===== config.mk =====
export PLATFORM = sky130hd
export DESIGN_NAME = p2b_queue
export DESIGN_NICKNAME = d
export VERILOG_FILES = /design/src/sv/p2b_pkg.sv /design/src/sv/p2b_queue.sv
export SDC_FILE = /design/constraint.sdc
export NUM_CORES = 1
export LEC_CHECK = 0
export ABC_CLOCK_PERIOD_IN_PS = 13900
export BUFFER_PORTS_ARGS = -buffer_cell sky130_fd_sc_hd__buf_2
export CAP_MARGIN = 10
export CORE_MARGIN = 2
export CORE_UTILIZATION = 35
export DETAILED_ROUTE_END_ITERATION = 6
export PLACE_DENSITY_LB_ADDON = 0.25
export SYNTH_ARGS = -nofsm -noshare
export SYNTH_HDL_FRONTEND = slang
export SYNTH_SLANG_ARGS = --single-unit

===== constraint.sdc =====
create_clock -name clk -period 13.9 [get_ports clk]
set_input_delay 2.085 -clock clk [delete_from_list [all_inputs] [get_ports clk]]
set_output_delay 2.085 -clock clk [all_outputs]
set_load 0.01 [all_outputs]

===== src/sv/p2b_pkg.sv =====
`timescale 1ns / 1ps
`default_nettype none
// ----------------------------------------------------------------------------
// p2b_pkg: shared types and constants of the P2-plus-bubble triangle unit
// Fixed-point widths, node codes and the beat types that travel between the
// front end, the coefficient queue and the node back end.
// ----------------------------------------------------------------------------
package p2b_pkg;

    // Fixed-point format of the coordinates and results
    localparam int FRAC_BITS = 16;
    localparam int IN_W      = 20;
    localparam int OUT_W     = 24;
    localparam int NODE_W    = 3;

    // Barycentric weights and shared multiplier operands
    localparam int LW    = ((FRAC_BITS > IN_W) ? FRAC_BITS : IN_W) + 2;
    localparam int MW    = LW + 1;
    // l1*l2, bubble derivatives, partial products of the triple product
    localparam int P12_W = 2 * IN_W;
    localparam int DW    = IN_W + LW + 1;
    localparam int LO_W  = LW + IN_W + 1;
    localparam int HI_W  = LW + IN_W;
    localparam int PFW   = LW + 2 * IN_W + 1;
    localparam int PHW   = PFW - FRAC_BITS;
    // Node sums with 2*FRAC_BITS fraction bits, and the rounded sum
    localparam int SW_A  = (DW > PHW) ? DW : PHW;
    localparam int SW_B  = (2 * MW > MW + FRAC_BITS) ? 2 * MW : MW + FRAC_BITS;
    localparam int SW    = ((SW_A > SW_B) ? SW_A : SW_B) + 7;
    localparam int RW    = SW - FRAC_BITS;

    // Coefficient queue between front and back
    localparam int Q_DEPTH = 2;
    localparam int Q_AW    = (Q_DEPTH > 1) ? $clog2(Q_DEPTH) : 1;
    localparam int Q_CW    = $clog2(Q_DEPTH + 1);

    // Constant one in weight format
    localparam logic signed [LW-1:0] ONE_L = {{(LW-1){1'b0}}, 1'b1} << FRAC_BITS;

    // Node numbers: corners, edge midpoints, bubble
    localparam logic [NODE_W-1:0] NODE_V0  = 3'd0;
    localparam logic [NODE_W-1:0] NODE_V1  = 3'd1;
    localparam logic [NODE_W-1:0] NODE_V2  = 3'd2;
    localparam logic [NODE_W-1:0] NODE_E01 = 3'd3;
    localparam logic [NODE_W-1:0] NODE_E12 = 3'd4;
    localparam logic [NODE_W-1:0] NODE_E20 = 3'd5;
    localparam logic [NODE_W-1:0] NODE_BUB = 3'd6;

    // Input beat: one point
    typedef struct packed {
        logic signed [IN_W-1:0] ksi;
        logic signed [IN_W-1:0] eta;
    } item_t;

    // Output beat: one node
    typedef struct packed {
        logic [NODE_W-1:0]       node;
        logic signed [OUT_W-1:0] value;
        logic signed [OUT_W-1:0] grad_ksi;
        logic signed [OUT_W-1:0] grad_eta;
        logic                    last;
    } result_t;

    // Per-point terms handed from front to back
    typedef struct packed {
        logic signed [LW-1:0]  l0;
        logic signed [LW-1:0]  l1;
        logic signed [LW-1:0]  l2;
        logic signed [PHW-1:0] phi;
        logic signed [DW-1:0]  dpk;
        logic signed [DW-1:0]  dpe;
    } coef_t;

endpackage
`default_nettype wire


===== src/sv/p2b_queue.sv =====
`timescale 1ns / 1ps
`default_nettype none
// ----------------------------------------------------------------------------
// p2b_queue: coefficient queue between front and back
// Small register queue of per-point terms; the head is read in place and
// dropped when the back end has issued the last node of that point.
// ----------------------------------------------------------------------------
module p2b_queue (
    input  logic           clk,
    input  logic           rst_n,
    input  logic           push,
    input  p2b_pkg::coef_t push_data,
    output logic           full,
    input  logic           pop,
    output logic           avail,
    output p2b_pkg::coef_t head
);
    import p2b_pkg::*;

    coef_t             ent_reg [Q_DEPTH];
    logic [Q_AW-1:0]   wr_ptr_reg, wr_ptr_next;
    logic [Q_AW-1:0]   rd_ptr_reg, rd_ptr_next;
    logic [Q_CW-1:0]   cnt_reg, cnt_next;
    logic              do_push, do_pop;

    assign full    = (cnt_reg == Q_CW'(Q_DEPTH));
    assign avail   = (cnt_reg != '0);
    assign do_push = push && !full;
    assign do_pop  = pop && avail;
    assign head    = ent_reg[rd_ptr_reg];

    // Advance pointers and fill count
    always_comb
    begin
        wr_ptr_next = wr_ptr_reg;
        rd_ptr_next = rd_ptr_reg;
        cnt_next    = cnt_reg;
        if (do_push)
        begin
            wr_ptr_next = (wr_ptr_reg == Q_AW'(Q_DEPTH - 1)) ? '0 : wr_ptr_reg + 1'b1;
        end
        if (do_pop)
        begin
            rd_ptr_next = (rd_ptr_reg == Q_AW'(Q_DEPTH - 1)) ? '0 : rd_ptr_reg + 1'b1;
        end
        if (do_push && !do_pop)
        begin
            cnt_next = cnt_reg + 1'b1;
        end
        else if (do_pop && !do_push)
        begin
            cnt_next = cnt_reg - 1'b1;
        end
    end

    always_ff @(posedge clk or negedge rst_n)
    begin
        if (!rst_n)
        begin
            wr_ptr_reg <= '0;
            rd_ptr_reg <= '0;
            cnt_reg    <= '0;
        end
        else
        begin
            wr_ptr_reg <= wr_ptr_next;
            rd_ptr_reg <= rd_ptr_next;
            cnt_reg    <= cnt_next;
        end
    end

    // Store the incoming beat
    always_ff @(posedge clk)
    begin
        if (do_push)
        begin
            ent_reg[wr_ptr_reg] <= push_data;
        end
    end

endmodule
`default_nettype wire


==> results.sh <==
export IMPL_status="completed"
export IMPL_crit_family="buffers and inverters"
export IMPL_worstPathArrival_ps=3250
export IMPL_drcViolationCount=0
export IMPL_yosys_cell_types_count=14
export IMPL_seq_area_frac_synth_pct=82.07
export IMPL_finalCritPeriodShare_pct=38.38
export IMPL_wirelength_microns=31500
export IMPL_grt_pass1_wl_microns=46000
export IMPL_drive_above_1_share_pct=60.81
export IMPL_fin_crit_ps=5335
export IMPL_synthTopCellsByArea="edfxtp_1 81%, mux2_2 15%, clkbuf_8 1.8%"
export IMPL_r2r_start="cnt_reg[0]"
export IMPL_clockBufferDepth=3
export IMPL_hold_violations=0
export IMPL_p_leak_uw=0.006880
export IMPL_synth_top_area_share_pct=81.38
export IMPL_vias_per_cell=4.553
export IMPL_syn_inst=638
export IMPL_fin_setup_tns_ps=0
export IMPL_worst_pin_slew_ps=1069
export IMPL_max_freq_mhz=187.4
export IMPL_cp_max_fo=54
export IMPL_r2r_slack_ps=10430
export IMPL_ys_flop_type="edfxtp_1"
export IMPL_antenna_found_initial=8
export IMPL_skew_ps=11.65
export IMPL_max_slew_margin_rel_pct=28.58
export IMPL_postCtsHoldBufs=0
export IMPL_tritoncts="yes"
export IMPL_design_area_sq_mm=0.01855
export IMPL_die_x_microns=208.8
export IMPL_gp_congestion=0.7721
export IMPL_wl_per_cell_microns=19.04
export IMPL_clkTransAtPathRegs_ps=60
export IMPL_ioPinCount=404
export IMPL_ir_drop_mv=0.1166
export IMPL_rows=75
export IMPL_grt_pass1_vias=7715
export IMPL_htreeDepth=2
export IMPL_synth_edf_count=398
export IMPL_synth_seq_cells=402
export IMPL_clock_sinks=402
export IMPL_clk_latency_ps=550
export IMPL_critPathCapture="head[14]"
export IMPL_post_cts_buffers=0
export IMPL_synthArstFlopShare_pct=0.9950
export IMPL_crit_cells=4
export IMPL_nFillCells=3690
export IMPL_cts_buffers=44
export IMPL_cp_data_required_time_ps=11810
export IMPL_worst_path_most_repeated_cell="buf_4"
export IMPL_synth_nets=842
export IMPL_drt_iter0_markers=348
export IMPL_syn_area_sq_mm=0.01469
export IMPL_grt_setup_unrepaired="false"
export IMPL_clockRootBuffer="clkbuf_16"
export IMPL_power_per_cell_area_mw_per_mm2=212.3
export IMPL_crit_slowest_cell="dfrtp_4"
export IMPL_critPathCaptureType="primary output"
export IMPL_initial_core_util_pct=35.25
export IMPL_yosys_warnings=0
export IMPL_yosysTopAreaCell="edfxtp_1"
export IMPL_cap_viol_max_count=0
export IMPL_dieHeight_microns=208.8
export IMPL_grt_max_degree=67
export IMPL_core_area_sq_mm=0.04167
export IMPL_die_area_sq_mm=0.04361
export IMPL_syn2layout_area_growth_pct=26.32
export IMPL_setup_viol=0
export IMPL_crit_chain="buf_4 -> buf_4 -> mux2_2 -> buf_2"
export IMPL_hold_path_class="flop to flop"
export IMPL_post_cts_resized=0
export IMPL_r2r_worst_path_cells=5
export IMPL_largest_reg_flops=398
export IMPL_final_util_pct=44.52
export IMPL_ys_top_cells_by_count="398 x edfxtp_1, 199 x mux2_2, 19 x clkbuf_8"
export IMPL_grt_util_all_layers_pct=14.02
export IMPL_post_place_ws_ps=8764
export IMPL_io_buffer_count=403
export IMPL_dr_pass1_iters=4
export IMPL_globalRouteOverflowTotal=0
export IMPL_synth_most_common_cell="edfxtp_1"
export IMPL_setup_slack_ps=8565
export IMPL_setup_worst_path_start_class="flop"
export IMPL_cp_startpoint="rd_ptr_reg"
export IMPL_dr_total_vias=7531
export IMPL_postRouteAntennaNets=0
export IMPL_total_power_uw=3937
export IMPL_placed_area_sq_mm=0.01717
export IMPL_drv_slew=0
export IMPL_place_hpwl_microns=20920
export IMPL_syn_avg_cell_area_sq_um=23.02
export IMPL_crit_buf_inv=3
export IMPL_nets=1278
export IMPL_crit_type="flop to primary output"
export IMPL_r2r_end="ent_reg[0][121]"
export IMPL_cp_slowest_stage_delay_ps=750
## final cells by class
class | instances | area [sq um] | area share, %
diodes | 5 | 12.51 | 0.06745
repair buffers | 412 | 2085 | 11.24
multi-input cells | 212 | 2344 | 12.63
clock buffers | 59 | 1199 | 6.462
flip-flops and latches | 402 | 12060 | 64.99
inverters | 2 | 7.507 | 0.04047
well taps | 539 | 674.4 | 3.636
clock inverters | 23 | 173.9 | 0.9375
## stage by stage
| step | hold WS [ps] | instances |
|---|---|---|
| 2_1_floorplan | 455.9 | 638 |
| 3_3_place_gp | 477.7 | 1567 |
| 3_5_place_dp | 495.4 | 1567 |
| 4_1_cts | 503.8 | 1649 |
| 5_1_grt | 526.8 | 1654 |
| 6_report | 506.8 | 1654 |
## cells in the final DEF, fill, tap and decap left out
| cell type | n |
|---|---|
| diode_2 | 5 |
| clkinv_1 | 10 |
| and3_4 | 1 |
| clkbuf_16 | 45 |
| dfrtp_4 | 1 |
| edfxtp_1 | 398 |
| clkbuf_1 | 12 |
| nand2_1 | 2 |
| inv_1 | 2 |
| buf_4 | 9 |
| clkinv_4 | 2 |
| bufinv_16 | 2 |
| nor2_1 | 1 |
| nand2b_1 | 1 |
| mux2_2 | 199 |
| inv_6 | 3 |
| xnor2_1 | 3 |
| clkinv_2 | 5 |
| or2_2 | 1 |
| dfrtp_1 | 3 |
| xor2_1 | 2 |
| nor2_4 | 1 |
| clkinvlp_4 | 1 |
| ha_1 | 1 |
| buf_2 | 403 |
| clkbuf_8 | 2 |
## worst min-delay path by stage
stage          startpoint          to  slack (ps)  cells after the start
2_1_floorplan  cnt_reg[1]  cnt_reg[1]         460                      1
6_report       cnt_reg[1]  cnt_reg[1]         510                      1
3_5_place_dp   cnt_reg[1]  cnt_reg[1]         500                      1
5_1_grt        cnt_reg[1]  cnt_reg[1]         530                      1
4_1_cts        cnt_reg[1]  cnt_reg[1]         500                      1
3_3_place_gp   cnt_reg[1]  cnt_reg[1]         480                      1
## logic make-up after synthesis
logic type | synth area share (%)
xor+xnor | 0.2983
fa+ha+maj | 0.08519
buf+inv | 2.062
flops | 82.07
mux | 15.26
simple gates | 0.2302
## layer usage
metal | track usage [%] | up-vias | part of all wire (%)
met2 | 22.28 | 292 | 48
met3 | 4.103 | 59 | 7.3
li1 | - | 3423 | -
met5 | 0 | - | 0.13
met4 | 6.182 | 6 | 2.6
met1 | 17.90 | 3751 | 41
## worst register-to-register path: cells and delay by family (launching register included)
family / cells / cell delay, ps
buffers and inverters: 2 / 1490
AND/OR/NAND/NOR: 3 / 1180
flip-flops: 1 / 400
## power breakdown
part           internal [uW]  switching (uW)
combinational            486             613
sequential              1660            81.6
clock                    645             452
total                   2790            1150
Note: power is estimated with default switching activity, not from simulation.
