<file path="config.mk">
export PLATFORM = sky130hd
export DESIGN_NAME = p2b_front
export DESIGN_NICKNAME = d
export VERILOG_FILES = /design/src/sv/p2b_pkg.sv /design/src/sv/p2b_front.sv
export SDC_FILE = /design/constraint.sdc
export NUM_CORES = 2
export LEC_CHECK = 0
export BUFFER_PORTS_ARGS = -buffer_cell sky130_fd_sc_hd__clkbuf_2
export CAP_MARGIN = 25
export CELL_PAD_IN_SITES_DETAIL_PLACEMENT = 1
export CELL_PAD_IN_SITES_GLOBAL_PLACEMENT = 1
export CORE_MARGIN = 2
export CORE_UTILIZATION = 46
export CTS_BUF_LIST = sky130_fd_sc_hd__clkbuf_8
export DETAILED_ROUTE_END_ITERATION = 10
export GPL_TIMING_DRIVEN = 1
export PLACE_DENSITY = 0.87
export REMOVE_ABC_BUFFERS = 1
export SYNTH_ARGS = -nofsm -noshare
export SYNTH_HDL_FRONTEND = slang
export SYNTH_SLANG_ARGS = --single-unit
</file>
<file path="constraint.sdc">
create_clock -name clk -period 10.07 [get_ports clk]
set_clock_uncertainty 0.2 [all_clocks]
set_input_delay 1.007 -clock clk [delete_from_list [all_inputs] [get_ports clk]]
set_output_delay 1.007 -clock clk [all_outputs]
set_load 0.1 [all_outputs]
</file>
<file path="src/sv/p2b_pkg.sv">
`timescale 1ns / 1ps
`default_nettype none
// ----------------------------------------------------------------------------
// p2b_pkg: shared types and constants of the P2-plus-bubble triangle unit
// Fixed-point widths, node codes and the beat types that travel between the
// front end, the coefficient queue and the node back end.
// ----------------------------------------------------------------------------
package p2b_pkg;

    // Fixed-point format of the coordinates and results
    localparam int FRAC_BITS = 16;
    localparam int IN_W      = 20;
    localparam int OUT_W     = 24;
    localparam int NODE_W    = 3;

    // Barycentric weights and shared multiplier operands
    localparam int LW    = ((FRAC_BITS > IN_W) ? FRAC_BITS : IN_W) + 2;
    localparam int MW    = LW + 1;
    // l1*l2, bubble derivatives, partial products of the triple product
    localparam int P12_W = 2 * IN_W;
    localparam int DW    = IN_W + LW + 1;
    localparam int LO_W  = LW + IN_W + 1;
    localparam int HI_W  = LW + IN_W;
    localparam int PFW   = LW + 2 * IN_W + 1;
    localparam int PHW   = PFW - FRAC_BITS;
    // Node sums with 2*FRAC_BITS fraction bits, and the rounded sum
    localparam int SW_A  = (DW > PHW) ? DW : PHW;
    localparam int SW_B  = (2 * MW > MW + FRAC_BITS) ? 2 * MW : MW + FRAC_BITS;
    localparam int SW    = ((SW_A > SW_B) ? SW_A : SW_B) + 7;
    localparam int RW    = SW - FRAC_BITS;

    // Coefficient queue between front and back
    localparam int Q_DEPTH = 2;
    localparam int Q_AW    = (Q_DEPTH > 1) ? $clog2(Q_DEPTH) : 1;
    localparam int Q_CW    = $clog2(Q_DEPTH + 1);

    // Constant one in weight format
    localparam logic signed [LW-1:0] ONE_L = {{(LW-1){1'b0}}, 1'b1} << FRAC_BITS;

    // Node numbers: corners, edge midpoints, bubble
    localparam logic [NODE_W-1:0] NODE_V0  = 3'd0;
    localparam logic [NODE_W-1:0] NODE_V1  = 3'd1;
    localparam logic [NODE_W-1:0] NODE_V2  = 3'd2;
    localparam logic [NODE_W-1:0] NODE_E01 = 3'd3;
    localparam logic [NODE_W-1:0] NODE_E12 = 3'd4;
    localparam logic [NODE_W-1:0] NODE_E20 = 3'd5;
    localparam logic [NODE_W-1:0] NODE_BUB = 3'd6;

    // Input beat: one point
    typedef struct packed {
        logic signed [IN_W-1:0] ksi;
        logic signed [IN_W-1:0] eta;
    } item_t;

    // Output beat: one node
    typedef struct packed {
        logic [NODE_W-1:0]       node;
        logic signed [OUT_W-1:0] value;
        logic signed [OUT_W-1:0] grad_ksi;
        logic signed [OUT_W-1:0] grad_eta;
        logic                    last;
    } result_t;

    // Per-point terms handed from front to back
    typedef struct packed {
        logic signed [LW-1:0]  l0;
        logic signed [LW-1:0]  l1;
        logic signed [LW-1:0]  l2;
        logic signed [PHW-1:0] phi;
        logic signed [DW-1:0]  dpk;
        logic signed [DW-1:0]  dpe;
    } coef_t;

endpackage
`default_nettype wire

</file>
<file path="src/sv/p2b_front.sv">
`timescale 1ns / 1ps
`default_nettype none
// ----------------------------------------------------------------------------
// p2b_front: point intake and shared-term sequencer
// Accepts a point, forms the barycentric weights and runs one shared
// multiplier over five steps for l1*l2, the bubble derivatives and the
// rounded bubble term, then pushes the terms into the queue.
// ----------------------------------------------------------------------------
module p2b_front (
    input  logic           clk,
    input  logic           rst_n,
    input  logic           start,
    output logic           busy,
    input  p2b_pkg::item_t item,
    output logic           push,
    output p2b_pkg::coef_t push_data,
    input  logic           full
);
    import p2b_pkg::*;

    localparam logic [2:0] STEP_P12  = 3'd0;
    localparam logic [2:0] STEP_DPK  = 3'd1;
    localparam logic [2:0] STEP_DPE  = 3'd2;
    localparam logic [2:0] STEP_LO   = 3'd3;
    localparam logic [2:0] STEP_HI   = 3'd4;
    localparam logic [2:0] STEP_PUSH = 3'd5;

    localparam logic signed [PFW-1:0] HALF_F = {{(PFW-1){1'b0}}, 1'b1} << (FRAC_BITS - 1);

    logic                    act_reg, act_next;
    logic [2:0]              step_reg, step_next;
    logic signed [LW-1:0]    l0_reg, l1_reg, l2_reg;
    logic signed [MW-1:0]    d01_reg, d02_reg;
    logic signed [P12_W-1:0] p12_reg;
    logic signed [DW-1:0]    dpk_reg, dpe_reg;
    logic signed [PFW-1:0]   acc_reg;
    logic signed [HI_W-1:0]  hi_reg;
    logic signed [MW-1:0]    mul_a, mul_b;
    logic signed [2*MW-1:0]  mul_p;
    logic signed [LW-1:0]    l0_in, l1_in, l2_in;
    logic signed [PFW-1:0]   phi_full, phi_shift;
    logic                    accept, done;

    // Handshake: free again in the cycle the terms leave
    assign done   = act_reg && (step_reg == STEP_PUSH) && !full;
    assign busy   = act_reg && !done;
    assign accept = start && !busy;

    // Weights of the incoming point
    assign l1_in = LW'(item.ksi);
    assign l2_in = LW'(item.eta);
    assign l0_in = ONE_L - l1_in - l2_in;

    // Select operands of the shared multiplier
    always_comb
    begin
        unique case (step_reg)
            STEP_P12:
            begin
                mul_a = MW'(l1_reg);
                mul_b = MW'(l2_reg);
            end
            STEP_DPK:
            begin
                mul_a = MW'(l2_reg);
                mul_b = d01_reg;
            end
            STEP_DPE:
            begin
                mul_a = MW'(l1_reg);
                mul_b = d02_reg;
            end
            STEP_LO:
            begin
                mul_a = MW'(l0_reg);
                mul_b = $signed({{(MW-IN_W){1'b0}}, p12_reg[IN_W-1:0]});
            end
            STEP_HI:
            begin
                mul_a = MW'(l0_reg);
                mul_b = MW'($signed(p12_reg[P12_W-1:IN_W]));
            end
            default:
            begin
                mul_a = '0;
                mul_b = '0;
            end
        endcase
    end

    assign mul_p = (2*MW)'(mul_a) * (2*MW)'(mul_b);

    // Combine the partial products and round the bubble term
    assign phi_full  = (PFW'(hi_reg) <<< IN_W) + acc_reg;
    assign phi_shift = phi_full >>> FRAC_BITS;

    // Advance the step counter
    always_comb
    begin
        act_next  = act_reg;
        step_next = step_reg;
        if (act_reg && (step_reg != STEP_PUSH))
        begin
            step_next = step_reg + 3'd1;
        end
        if (done)
        begin
            act_next = 1'b0;
        end
        if (accept)
        begin
            act_next  = 1'b1;
            step_next = STEP_P12;
        end
    end

    always_ff @(posedge clk or negedge rst_n)
    begin
        if (!rst_n)
        begin
            act_reg  <= 1'b0;
            step_reg <= STEP_P12;
        end
        else
        begin
            act_reg  <= act_next;
            step_reg <= step_next;
        end
    end

    // Hold the weights and the products of each step
    always_ff @(posedge clk)
    begin
        if (accept)
        begin
            l0_reg <= l0_in;
            l1_reg <= l1_in;
            l2_reg <= l2_in;
        end
        if (act_reg)
        begin
            unique case (step_reg)
                STEP_P12:
                begin
                    p12_reg <= mul_p[P12_W-1:0];
                    d01_reg <= MW'(l0_reg) - MW'(l1_reg);
                    d02_reg <= MW'(l0_reg) - MW'(l2_reg);
                end
                STEP_DPK: dpk_reg <= mul_p[DW-1:0];
                STEP_DPE: dpe_reg <= mul_p[DW-1:0];
                STEP_LO:  acc_reg <= PFW'($signed(mul_p[LO_W-1:0])) + HALF_F;
                STEP_HI:  hi_reg  <= mul_p[HI_W-1:0];
                default:  ;
            endcase
        end
    end

    // Drive the queue beat
    assign push          = done;
    assign push_data.l0  = l0_reg;
    assign push_data.l1  = l1_reg;
    assign push_data.l2  = l2_reg;
    assign push_data.phi = phi_shift[PHW-1:0];
    assign push_data.dpk = dpk_reg;
    assign push_data.dpe = dpe_reg;

endmodule
`default_nettype wire

</file>
==> metrics.csv <==
metric;value;unit
status;finished, violations left;
violated checks;setup timing;
final critical-path share of the clock period;101;%
clock sink count;308;
CP Data Arrival Time;10480;ps
Remaining Overflow, GRT;0;
post-DP HPWL;105000;um
asr flop ratio synth;1.30;%
via count;29500;
Synth top area share;30.1;%
Final Util;52.4;%
Cells after DPL;4775;
die height;281;um
initial antenna violation count;6;
worst-margin pin slew;1100;ps
slowest cell on the critical path;fa_1;
DRC viols;0;
CTS clock-pin slew for the worst setup and hold paths;80;ps
Critical Setup Path Class;register to register;
area leader, netlist;fa_1;
Initial Utilization;46.4;%
Slew Viols, Final;0;
CP top delay family;adder cells;
first-pass GRT wire length;201000;um
crit path buf inv count;7;
Max Fclk;98.0;MHz
Synth cell types;90;
most common cell in the netlist;inv_1;
H-tree depth;2;
Synthesis Warnings;0;
core region area;0.0758;mm^2
Syn Inst Count;3543;
CTS tree;yes;
Setup WS post-layout;-137;ps
worst-path fanout max;21;
Hold/Removal Path Class;primary input to register;
Inserted Clock Buffers;51;
Rel. slew slack;26.4;%
Std-Cell Rows;101;
die width;281;um
sequential area share after synthesis;26.2;%
Cell Count, Final, Fillers Out;4893;
Global Route Usage Sum;34.4;%
crit-path max cell delay;630;ps
area of the multi-input gates;0.0229;mm^2
# setup viols final;7;
Yosys reg bits;308;
post-route ant nets;0;
Final GP Congestion;1.02;
die area;0.0788;mm^2
I/O pin count;245;
Hold Violations, Final;0;
DR iter-0 viols;2932;
first-pass iteration count of the detailed router;6;
Cell Area, Synth;0.0352;mm^2
routed wire length;136000;um
largest net degree at the start of global routing;66;
Post-synth top cells;inv_1 (773), fa_1 (530), nand2_1 (408), edfxtp_1 (304), nor2_1 (294);
syn_area_per_cell;9.94;um^2
Synth area leaders;fa_1 (30%), edfxtp_1 (26%), ha_1 (9.0%);
fillcell total;8554;
CP endpoint kind;register;
wire per inst;27.8;um
Main synth FF type;edfxtp_1;
nets@finish;4701;
EDFF count, synth;304;
number of global-route vias before repair;32600;
Hold Slack;329;ps
area delta synth->final;12.9;%
startpoint types;register;
CTS max path bufs;3;
PortBufs;244;
Critical Path RT;10340;ps
min cycle time layout;10210;ps
CP dominant cell by count;fa_1;
CTS Root Buffer Type;clkbuf_8;
FF+latch area;0.00923;mm^2
Worst-Skew Late Latency;710;ps
pre-CTS setup slack;-130;ps
via/cell ratio;6.03;
layout cells sized above 1;14.9;%
max-cap viol count;0;
cells by family (layout without fill, tap and decap cells):
family | after synthesis | in the layout | synth area share [%]
compound gates | 449 | 450 | 9.07
fa+ha+maj | 783 | 783 | 39.1
xor+xnor | 160 | 160 | 4.09
mux | 2 | 2 | 0.0569
simple gates | 948 | 948 | 11.8
flops | 308 | 308 | 26.2
other cells | 0 | 3 | 0
buf+inv | 893 | 1261 | 9.61
cells in the final DEF, fill, tap and decap left out, types with 48 or more instances in the layout:
cell type / n
inv_1: 791
fa_1: 527
nand2_1: 403
edfxtp_1: 304
nor2_1: 292
ha_1: 249
clkbuf_2: 244
buf_4: 130
xnor2_1: 119
a21oi_1: 98
clkbuf_8: 52
o21ai_0: 51
and2_1: 48
area by class of cell:
type | count | area share [%]
antenna | 3 | 0.0189
multi-input combinational | 2343 | 57.7
clock buffer | 52 | 1.80
inverter | 774 | 7.31
clock inverter | 39 | 0.497
sequential | 308 | 23.2
tap | 978 | 3.08
timing repair buffer | 396 | 6.39
worst paths after layout:
kind,slack (ps),to,from,depth (start not counted)
min in group asynchronous,490,step_reg[1],rst_n,2
max in group asynchronous,9010,step_reg[2],rst_n,2
hold / removal,330,l2_reg[2],item[2],1
setup reg to reg,-140,acc_reg[61],step_reg[1],30
hold reg to reg,420,step_reg[1],step_reg[1],2
setup / recovery,-140,acc_reg[61],step_reg[1],30
timing repair:
item / in CTS / in global routing
hold endpoints to repair: 4 / 0
cloned: 0 / 2
setup buffers: 2 / 18
endpoints found under the setup margin: 13 / 18
pin swaps: 1 / 9
resized for setup: 6 / 71
hold buffers: 1 / 0
metrics by stage:
step                      setup TNS (ps)  instance area [um^2]
after floorplan                   -15420                 34700
after global placement                 0                 38300
after detailed placement            -248                 38300
after CTS                              0                 39300
after global routing               -1180                 39800
final                               -529                 39800
worst register-to-register path, delay by kind of cell (launching register included):
family | cells | cell delay [ps]
AO/OA/AOI/OAI | 4 | 1510
adder cells (fa/ha/maj) | 9 | 4290
buffers and inverters | 7 | 1030
flip-flops | 1 | 440
AND/OR/NAND/NOR | 10 | 2550
metal layers:
metal | track usage, % | vias up | wire, um
met3 | 8.97 | 670 | 15000
met1 | 40.1 | 14900 | 46400
met5 | 0 | - | 31
li1 | - | 11900 | -
met2 | 57.1 | 1985 | 64100
met4 | 20.4 | 2 | 10500
Power is not shown: default switching activity piles up to over one toggle a cycle in this logic, so the estimate is an artifact.
