### src/sv/p2b_pkg.sv
`timescale 1ns / 1ps
`default_nettype none
// ----------------------------------------------------------------------------
// p2b_pkg: shared types and constants of the P2-plus-bubble triangle unit
// Fixed-point widths, node codes and the beat types that travel between the
// front end, the coefficient queue and the node back end.
// ----------------------------------------------------------------------------
package p2b_pkg;

    // Fixed-point format of the coordinates and results
    localparam int FRAC_BITS = 16;
    localparam int IN_W      = 20;
    localparam int OUT_W     = 24;
    localparam int NODE_W    = 3;

    // Barycentric weights and shared multiplier operands
    localparam int LW    = ((FRAC_BITS > IN_W) ? FRAC_BITS : IN_W) + 2;
    localparam int MW    = LW + 1;
    // l1*l2, bubble derivatives, partial products of the triple product
    localparam int P12_W = 2 * IN_W;
    localparam int DW    = IN_W + LW + 1;
    localparam int LO_W  = LW + IN_W + 1;
    localparam int HI_W  = LW + IN_W;
    localparam int PFW   = LW + 2 * IN_W + 1;
    localparam int PHW   = PFW - FRAC_BITS;
    // Node sums with 2*FRAC_BITS fraction bits, and the rounded sum
    localparam int SW_A  = (DW > PHW) ? DW : PHW;
    localparam int SW_B  = (2 * MW > MW + FRAC_BITS) ? 2 * MW : MW + FRAC_BITS;
    localparam int SW    = ((SW_A > SW_B) ? SW_A : SW_B) + 7;
    localparam int RW    = SW - FRAC_BITS;

    // Coefficient queue between front and back
    localparam int Q_DEPTH = 2;
    localparam int Q_AW    = (Q_DEPTH > 1) ? $clog2(Q_DEPTH) : 1;
    localparam int Q_CW    = $clog2(Q_DEPTH + 1);

    // Constant one in weight format
    localparam logic signed [LW-1:0] ONE_L = {{(LW-1){1'b0}}, 1'b1} << FRAC_BITS;

    // Node numbers: corners, edge midpoints, bubble
    localparam logic [NODE_W-1:0] NODE_V0  = 3'd0;
    localparam logic [NODE_W-1:0] NODE_V1  = 3'd1;
    localparam logic [NODE_W-1:0] NODE_V2  = 3'd2;
    localparam logic [NODE_W-1:0] NODE_E01 = 3'd3;
    localparam logic [NODE_W-1:0] NODE_E12 = 3'd4;
    localparam logic [NODE_W-1:0] NODE_E20 = 3'd5;
    localparam logic [NODE_W-1:0] NODE_BUB = 3'd6;

    // Input beat: one point
    typedef struct packed {
        logic signed [IN_W-1:0] ksi;
        logic signed [IN_W-1:0] eta;
    } item_t;

    // Output beat: one node
    typedef struct packed {
        logic [NODE_W-1:0]       node;
        logic signed [OUT_W-1:0] value;
        logic signed [OUT_W-1:0] grad_ksi;
        logic signed [OUT_W-1:0] grad_eta;
        logic                    last;
    } result_t;

    // Per-point terms handed from front to back
    typedef struct packed {
        logic signed [LW-1:0]  l0;
        logic signed [LW-1:0]  l1;
        logic signed [LW-1:0]  l2;
        logic signed [PHW-1:0] phi;
        logic signed [DW-1:0]  dpk;
        logic signed [DW-1:0]  dpe;
    } coef_t;

endpackage
`default_nettype wire

### src/sv/p2b_back.sv
`timescale 1ns / 1ps
`default_nettype none
// ----------------------------------------------------------------------------
// p2b_back: per-node evaluation pipeline
// Walks nodes 0..6 of the queue head, one per cycle while avail is high,
// via multiply, sum and round-and-saturate stages into the result register.
// ----------------------------------------------------------------------------
module p2b_back (
    input  logic             clk,
    input  logic             rst_n,
    input  logic             avail,
    input  p2b_pkg::coef_t   head,
    output logic             pop,
    output logic             result_valid,
    output p2b_pkg::result_t result
);
    import p2b_pkg::*;

    localparam logic signed [SW-1:0] HALF_S  = {{(SW-1){1'b0}}, 1'b1} << (FRAC_BITS - 1);
    localparam logic signed [RW-1:0] OUT_MAX = RW'((2 ** (OUT_W - 1)) - 1);
    localparam logic signed [RW-1:0] OUT_MIN = -RW'(2 ** (OUT_W - 1));

    // Scale by the node's bubble coefficient: 3, -12 or 27
    function automatic logic signed [SW-1:0] coef_mul(input logic signed [SW-1:0] x,
                                                      input logic [NODE_W-1:0] n);
        logic signed [SW-1:0] r;
        unique case (n)
            NODE_V0, NODE_V1, NODE_V2:
                r = (x <<< 1) + x;
            NODE_E01, NODE_E12, NODE_E20:
                r = -((x <<< 3) + (x <<< 2));
            NODE_BUB:
                r = (x <<< 4) + (x <<< 3) + (x <<< 1) + x;
            default:
                r = '0;
        endcase
        return r;
    endfunction

    // Round half up to FRAC_BITS fraction bits and clamp to the output range
    function automatic logic signed [OUT_W-1:0] round_sat(input logic signed [SW-1:0] x);
        logic signed [SW-1:0] t;
        logic signed [RW-1:0] r;
        logic signed [RW-1:0] c;
        t = x + HALF_S;
        r = RW'(t >>> FRAC_BITS);
        if (r > OUT_MAX)
        begin
            c = OUT_MAX;
        end
        else if (r < OUT_MIN)
        begin
            c = OUT_MIN;
        end
        else
        begin
            c = r;
        end
        return c[OUT_W-1:0];
    endfunction

    logic [NODE_W-1:0]      cnt_reg, cnt_next;
    logic signed [SW-1:0]   l0s, l1s, l2s, ones, phis, dpks, dpes;
    logic signed [SW-1:0]   lin_k, lin_e;
    logic signed [MW-1:0]   mul_a, mul_b;
    logic signed [2*MW-1:0] mul_p;
    logic signed [SW-1:0]   qs, qscaled;

    logic                   vld_a_reg, vld_b_reg;
    logic [NODE_W-1:0]      node_a_reg, node_b_reg;
    logic signed [2*MW-1:0] q_a_reg;
    logic signed [SW-1:0]   vadd_a_reg, gk_a_reg, ge_a_reg;
    logic signed [SW-1:0]   v_b_reg, gk_b_reg, ge_b_reg;
    logic                   result_valid_reg;
    result_t                result_reg;

    // Walk the nodes of the head point, drop it after the bubble node
    assign pop = avail && (cnt_reg == NODE_BUB);

    always_comb
    begin
        cnt_next = cnt_reg;
        if (avail)
        begin
            cnt_next = (cnt_reg == NODE_BUB) ? NODE_V0 : cnt_reg + 1'b1;
        end
    end

    always_ff @(posedge clk or negedge rst_n)
    begin
        if (!rst_n)
        begin
            cnt_reg          <= NODE_V0;
            vld_a_reg        <= 1'b0;
            vld_b_reg        <= 1'b0;
            result_valid_reg <= 1'b0;
        end
        else
        begin
            cnt_reg          <= cnt_next;
            vld_a_reg        <= avail;
            vld_b_reg        <= vld_a_reg;
            result_valid_reg <= vld_b_reg;
        end
    end

    // Widen the head terms
    assign l0s  = SW'(head.l0);
    assign l1s  = SW'(head.l1);
    assign l2s  = SW'(head.l2);
    assign ones = SW'(ONE_L);
    assign phis = SW'(head.phi);
    assign dpks = SW'(head.dpk);
    assign dpes = SW'(head.dpe);

    // Select the node's product and linear gradient terms
    always_comb
    begin
        unique case (cnt_reg)
            NODE_V0:
            begin
                mul_a = (MW'(head.l0) <<< 1) - MW'(ONE_L);
                mul_b = MW'(head.l0);
                lin_k = ones - (l0s <<< 2);
                lin_e = ones - (l0s <<< 2);
            end
            NODE_V1:
            begin
                mul_a = (MW'(head.l1) <<< 1) - MW'(ONE_L);
                mul_b = MW'(head.l1);
                lin_k = (l1s <<< 2) - ones;
                lin_e = '0;
            end
            NODE_V2:
            begin
                mul_a = (MW'(head.l2) <<< 1) - MW'(ONE_L);
                mul_b = MW'(head.l2);
                lin_k = '0;
                lin_e = (l2s <<< 2) - ones;
            end
            NODE_E01:
            begin
                mul_a = MW'(head.l0);
                mul_b = MW'(head.l1);
                lin_k = (l0s - l1s) <<< 2;
                lin_e = -(l1s <<< 2);
            end
            NODE_E12:
            begin
                mul_a = MW'(head.l1);
                mul_b = MW'(head.l2);
                lin_k = l2s <<< 2;
                lin_e = l1s <<< 2;
            end
            NODE_E20:
            begin
                mul_a = MW'(head.l2);
                mul_b = MW'(head.l0);
                lin_k = -(l2s <<< 2);
                lin_e = (l0s - l2s) <<< 2;
            end
            default:
            begin
                mul_a = '0;
                mul_b = '0;
                lin_k = '0;
                lin_e = '0;
            end
        endcase
    end

    assign mul_p = (2*MW)'(mul_a) * (2*MW)'(mul_b);

    // Stage A: product and gradient sums
    always_ff @(posedge clk)
    begin
        node_a_reg <= cnt_reg;
        q_a_reg    <= mul_p;
        vadd_a_reg <= coef_mul(phis, cnt_reg);
        gk_a_reg   <= (lin_k <<< FRAC_BITS) + coef_mul(dpks, cnt_reg);
        ge_a_reg   <= (lin_e <<< FRAC_BITS) + coef_mul(dpes, cnt_reg);
    end

    // Scale the product: corners as is, edges by four, bubble has none
    assign qs = SW'(q_a_reg);

    always_comb
    begin
        unique case (node_a_reg)
            NODE_V0, NODE_V1, NODE_V2:    qscaled = qs;
            NODE_E01, NODE_E12, NODE_E20: qscaled = qs <<< 2;
            NODE_BUB:                     qscaled = '0;
            default:                      qscaled = '0;
        endcase
    end

    // Stage B: shape value sum
    always_ff @(posedge clk)
    begin
        node_b_reg <= node_a_reg;
        v_b_reg    <= qscaled + vadd_a_reg;
        gk_b_reg   <= gk_a_reg;
        ge_b_reg   <= ge_a_reg;
    end

    // Stage C: round, saturate and register the result beat
    always_ff @(posedge clk)
    begin
        result_reg.node     <= node_b_reg;
        result_reg.value    <= round_sat(v_b_reg);
        result_reg.grad_ksi <= round_sat(gk_b_reg);
        result_reg.grad_eta <= round_sat(ge_b_reg);
        result_reg.last     <= (node_b_reg == NODE_BUB);
    end

    assign result_valid = result_valid_reg;
    assign result       = result_reg;

endmodule
`default_nettype wire

### config.mk
export PLATFORM = sky130hd
export DESIGN_NAME = p2b_back
export DESIGN_NICKNAME = d
export VERILOG_FILES = /design/src/sv/p2b_pkg.sv /design/src/sv/p2b_back.sv
export SDC_FILE = /design/constraint.sdc
export NUM_CORES = 2
export LEC_CHECK = 0
export ABC_CLOCK_PERIOD_IN_PS = 11100
export BUFFER_PORTS_ARGS = -buffer_cell sky130_fd_sc_hd__buf_2
export CORE_ASPECT_RATIO = 1.2
export CORE_MARGIN = 2
export CORE_UTILIZATION = 55
export CTS_CLUSTER_SIZE = 24
export DETAILED_ROUTE_END_ITERATION = 10
export HOLD_SLACK_MARGIN = 0.15
export PLACE_DENSITY = 0.72
export SYNTH_ARGS = -nofsm -noshare
export SYNTH_HDL_FRONTEND = slang
export SYNTH_SLANG_ARGS = --single-unit
### constraint.sdc
create_clock -name clk -period 11.1 [get_ports clk]
set_input_delay 2.22 -clock clk [delete_from_list [all_inputs] [get_ports clk]]
set_output_delay 2.22 -clock clk [all_outputs]
set_load 0.005 [all_outputs]
==> results.py <==
metrics = {
    "sta": {
        "final_min_period_over_clock_period_pct": 91.0,
        "fmaxAchievable_ghz": 0.0990,
        "final_hold_viol_count": 0,
        "fin_worst_skew_ns": 0.0477,
        "max_slew_violation_count": 0,
        "grt_setup_unrepaired": "false",
        "max-slew-margin-rel_pct": 13.8,
        "period_minus_slack_ns": 10.11,
        "setup_violations": 0,
        "timing.setup.tns_ns": 0,
        "tightestPinTransition_ns": 1.29,
    },
    "die": {
        "die_height_um": 396,
        "floorplan.initialDensity_pct": 55.5,
        "design.portCount": 280,
        "design.die.area_um2": 131000,
        "placementRows": 143,
        "placeableCoreArea_um2": 127000,
        "die_w_um": 330,
    },
    "clock_tree": {
        "clock_insertion_delay_worst_skew_ns": 0.63,
        "cts_max_level": 2,
        "clk_pin_slew_ns": 0.06,
        "cts_made_buffers": 44,
        "cts.sink_count": 383,
        "postCtsHoldBufs": 0,
        "clock-root-buffer": "sky130_fd_sc_hd__clkbuf_16",
        "cts-root-to-sink-buffers": 3,
        "tritoncts": "done",
        "cts.repair.resized": 0,
        "postCtsSetupRepairBufs": 0,
    },
    "detailed_routing": {
        "drt-initial-drc-count": 4820,
        "detail_route.first_pass.iterations": 7,
        "detail-route-antenna-nets": 0,
        "route.detailed.wl_per_inst_um": 23.1,
        "route.detailed.drc": 0,
        "num_vias": 63500,
        "total_wirelength_um": 239000,
        "detailed_route_vias_per_instance": 6.13,
    },
    "global_route": {
        "first_global_vias": 64800,
        "grt_antenna_before_repair": 22,
        "maximum_number_of_pins_on_one_net_before_global_route_repair": 73,
        "global_route.usage.total_pct": 36.2,
        "grt_first_pass_wirelength_um": 366000,
        "grt_overflow": 0,
    },
    "placed_design": {
        "routabilityCongestion": 1.00,
        "buffer_ports.inserted": 279,
        "total_half_perimeter_wirelength_after_legalization_and_detailed_placement_um": 199000,
    },
    "synthesis": {
        "synth.ff_latch_count": 383,
        "synth.yosys.warnings": 0,
        "synth_nets": 10300,
        "mappedNetlistArea_um2": 70300,
        "commonest_register_cell_after_synthesis": "sky130_fd_sc_hd__dfxtp_1",
        "synthDistinctLibCells": 115,
        "synthCells": 8466,
        "seq_area_frac_synth_pct": 10.9,
        "avgSynthCellArea_um2": 8.31,
        "synth_async_sr_flop_share_pct": 1.57,
        "synth_edf_count": 0,
    },
    "setup_path": {
        "worst_setup_path_endpoint": "q_a_reg[43]",
        "critPathArrivalTime_ns": 10.65,
        "critical_path.slowest_cell": "sky130_fd_sc_hd__fa_1",
        "crit_path_max_incr_delay_ns": 0.82,
        "worst_setup_path_start_kind": "primary input",
        "most_frequent_cell_on_the_critical_path": "sky130_fd_sc_hd__fa_1",
        "regToRegSetupSlack_ns": 1.21,
        "endpoint_class_of_the_critical_path": "register",
        "ff2ff_path_depth": 32,
        "crit_path_max_fanout": 14,
        "critical_path.reg2reg.startpoint": "cnt_reg[2]",
        "setup_crit_start": "head[148]",
        "setup_cp_type": "primary input to register",
        "required_ns": 11.64,
        "r2r-end": "q_a_reg[38]",
    },
    "run": {
        "cap_violations": 0,
    },
    "finish": {
        "finish.net_count": 10500,
        "drive_gt1_share_pct": 7.26,
        "syn2layout_area_growth_pct": 7.26,
        "largest_register_ff_count": 76,
        "n_fill_cell": 11500,
    },
    "hold_path": {
        "worst_hold_path_type": "register to register",
    },
    "status": {
        "run_status": "finished clean",
    },
}
## cell usage in the layout, fill, tap and decap left out, drive strengths merged, types with 71 or more instances in the layout
| master | count |
|---|---|
| nor2b | 75 |
| ha | 846 |
| dfxtp | 377 |
| nor3 | 111 |
| inv | 1007 |
| o21bai | 84 |
| nand2 | 814 |
| a22oi | 98 |
| o21ai | 506 |
| nor2 | 579 |
| and3 | 82 |
| nand3 | 162 |
| nand4 | 104 |
| nand2b | 78 |
| xor2 | 249 |
| o21a | 71 |
| xnor2 | 368 |
| a21o | 283 |
| a21oi | 589 |
| fa | 800 |
| buf | 413 |
## cells by family after synthesis
group,after synthesis,share of synthesized area (%)
compound gates,2254,21.1
simple gates,2233,14.8
fa+ha+maj,1653,37.9
buf+inv,1287,6.94
xor+xnor,617,7.69
flops,383,10.9
mux,39,0.566
## layer usage
layer	global-route usage (%)	vias to the layer above	wire [µm]
met5	0	-	92
met4	21.5	14	16900
met3	6.52	633	18700
met2	61.4	2540	113000
met1	42.4	30800	90400
li1	-	29500	-
## synth_stat cells, drive strengths merged (51+ instances only)
cell type	instances	share of area (%)
inv	996	5.3
ha	846	15
nand2	814	4.3
fa	800	23
a21oi	589	4.2
nor2	579	3.1
o21ai	506	3.7
dfxtp	377	11
xnor2	368	4.6
a21o	283	3.0
xor2	249	3.1
clkbuf	245	1.3
nand3	162	1.2
nor3	111	0.82
nand4	104	0.94
a22oi	98	1.0
o21bai	84	0.90
and3	82	0.73
nand2b	78	0.69
nor2b	75	0.67
o21a	71	0.76
a211oi	67	0.74
a31oi	64	0.61
o211ai	52	0.56
and2	51	0.45
## final cells by class
type	count	area [µm²]	area share, %
inverter	998	3750	4.97
tap	1667	2090	2.77
sequential	383	7700	10.2
clock inverter	31	397	0.526
multi-input combinational	6796	57900	76.7
antenna	12	30.0	0.0398
timing repair buffer	413	2430	3.22
clock buffer	51	1180	1.56
## worst max-delay path, delay by kind of cell
family / cells / cell delay, ns
AOI/OAI and AO/OA: 7 / 2.11
and+or+nand+nor: 6 / 0.97
buffers and inverters: 6 / 0.56
xor gates and xnor gates: 2 / 0.40
adders and majority gates: 9 / 4.38
## through the flow
| stage | util, % | setup WS [ns] | std cells | hold WS [ns] | cell area (µm²) |
|---|---|---|---|---|---|
| floorplan | - | 1.04 | 8466 | 0.310 | 70300 |
| global placement | 58.3 | 0.556 | 10300 | 0.310 | 73800 |
| detailed placement | 58.3 | 0.422 | 10300 | 0.312 | 73800 |
| CTS | 59.5 | 1.06 | 10300 | 0.296 | 75400 |
| global route | 59.5 | 0.443 | 10300 | 0.305 | 75400 |
| finish | 59.5 | 0.994 | 10400 | 0.305 | 75400 |
## how the worst min path moves through the flow
stage | startpoint | endpoint | depth (start not counted)
after floorplan | ge_a_reg[15] | ge_b_reg[15] | 0
after global placement | ge_a_reg[39] | ge_b_reg[39] | 0
final | gk_a_reg[31] | gk_b_reg[31] | 0
after detailed placement | ge_a_reg[41] | ge_b_reg[41] | 0
after global routing | gk_a_reg[31] | gk_b_reg[31] | 0
after CTS | gk_a_reg[31] | gk_b_reg[31] | 0
Power is left out: the tool's default activity adds up to more than one toggle a clock period on the data nets, which glitch-free logic cannot reach.
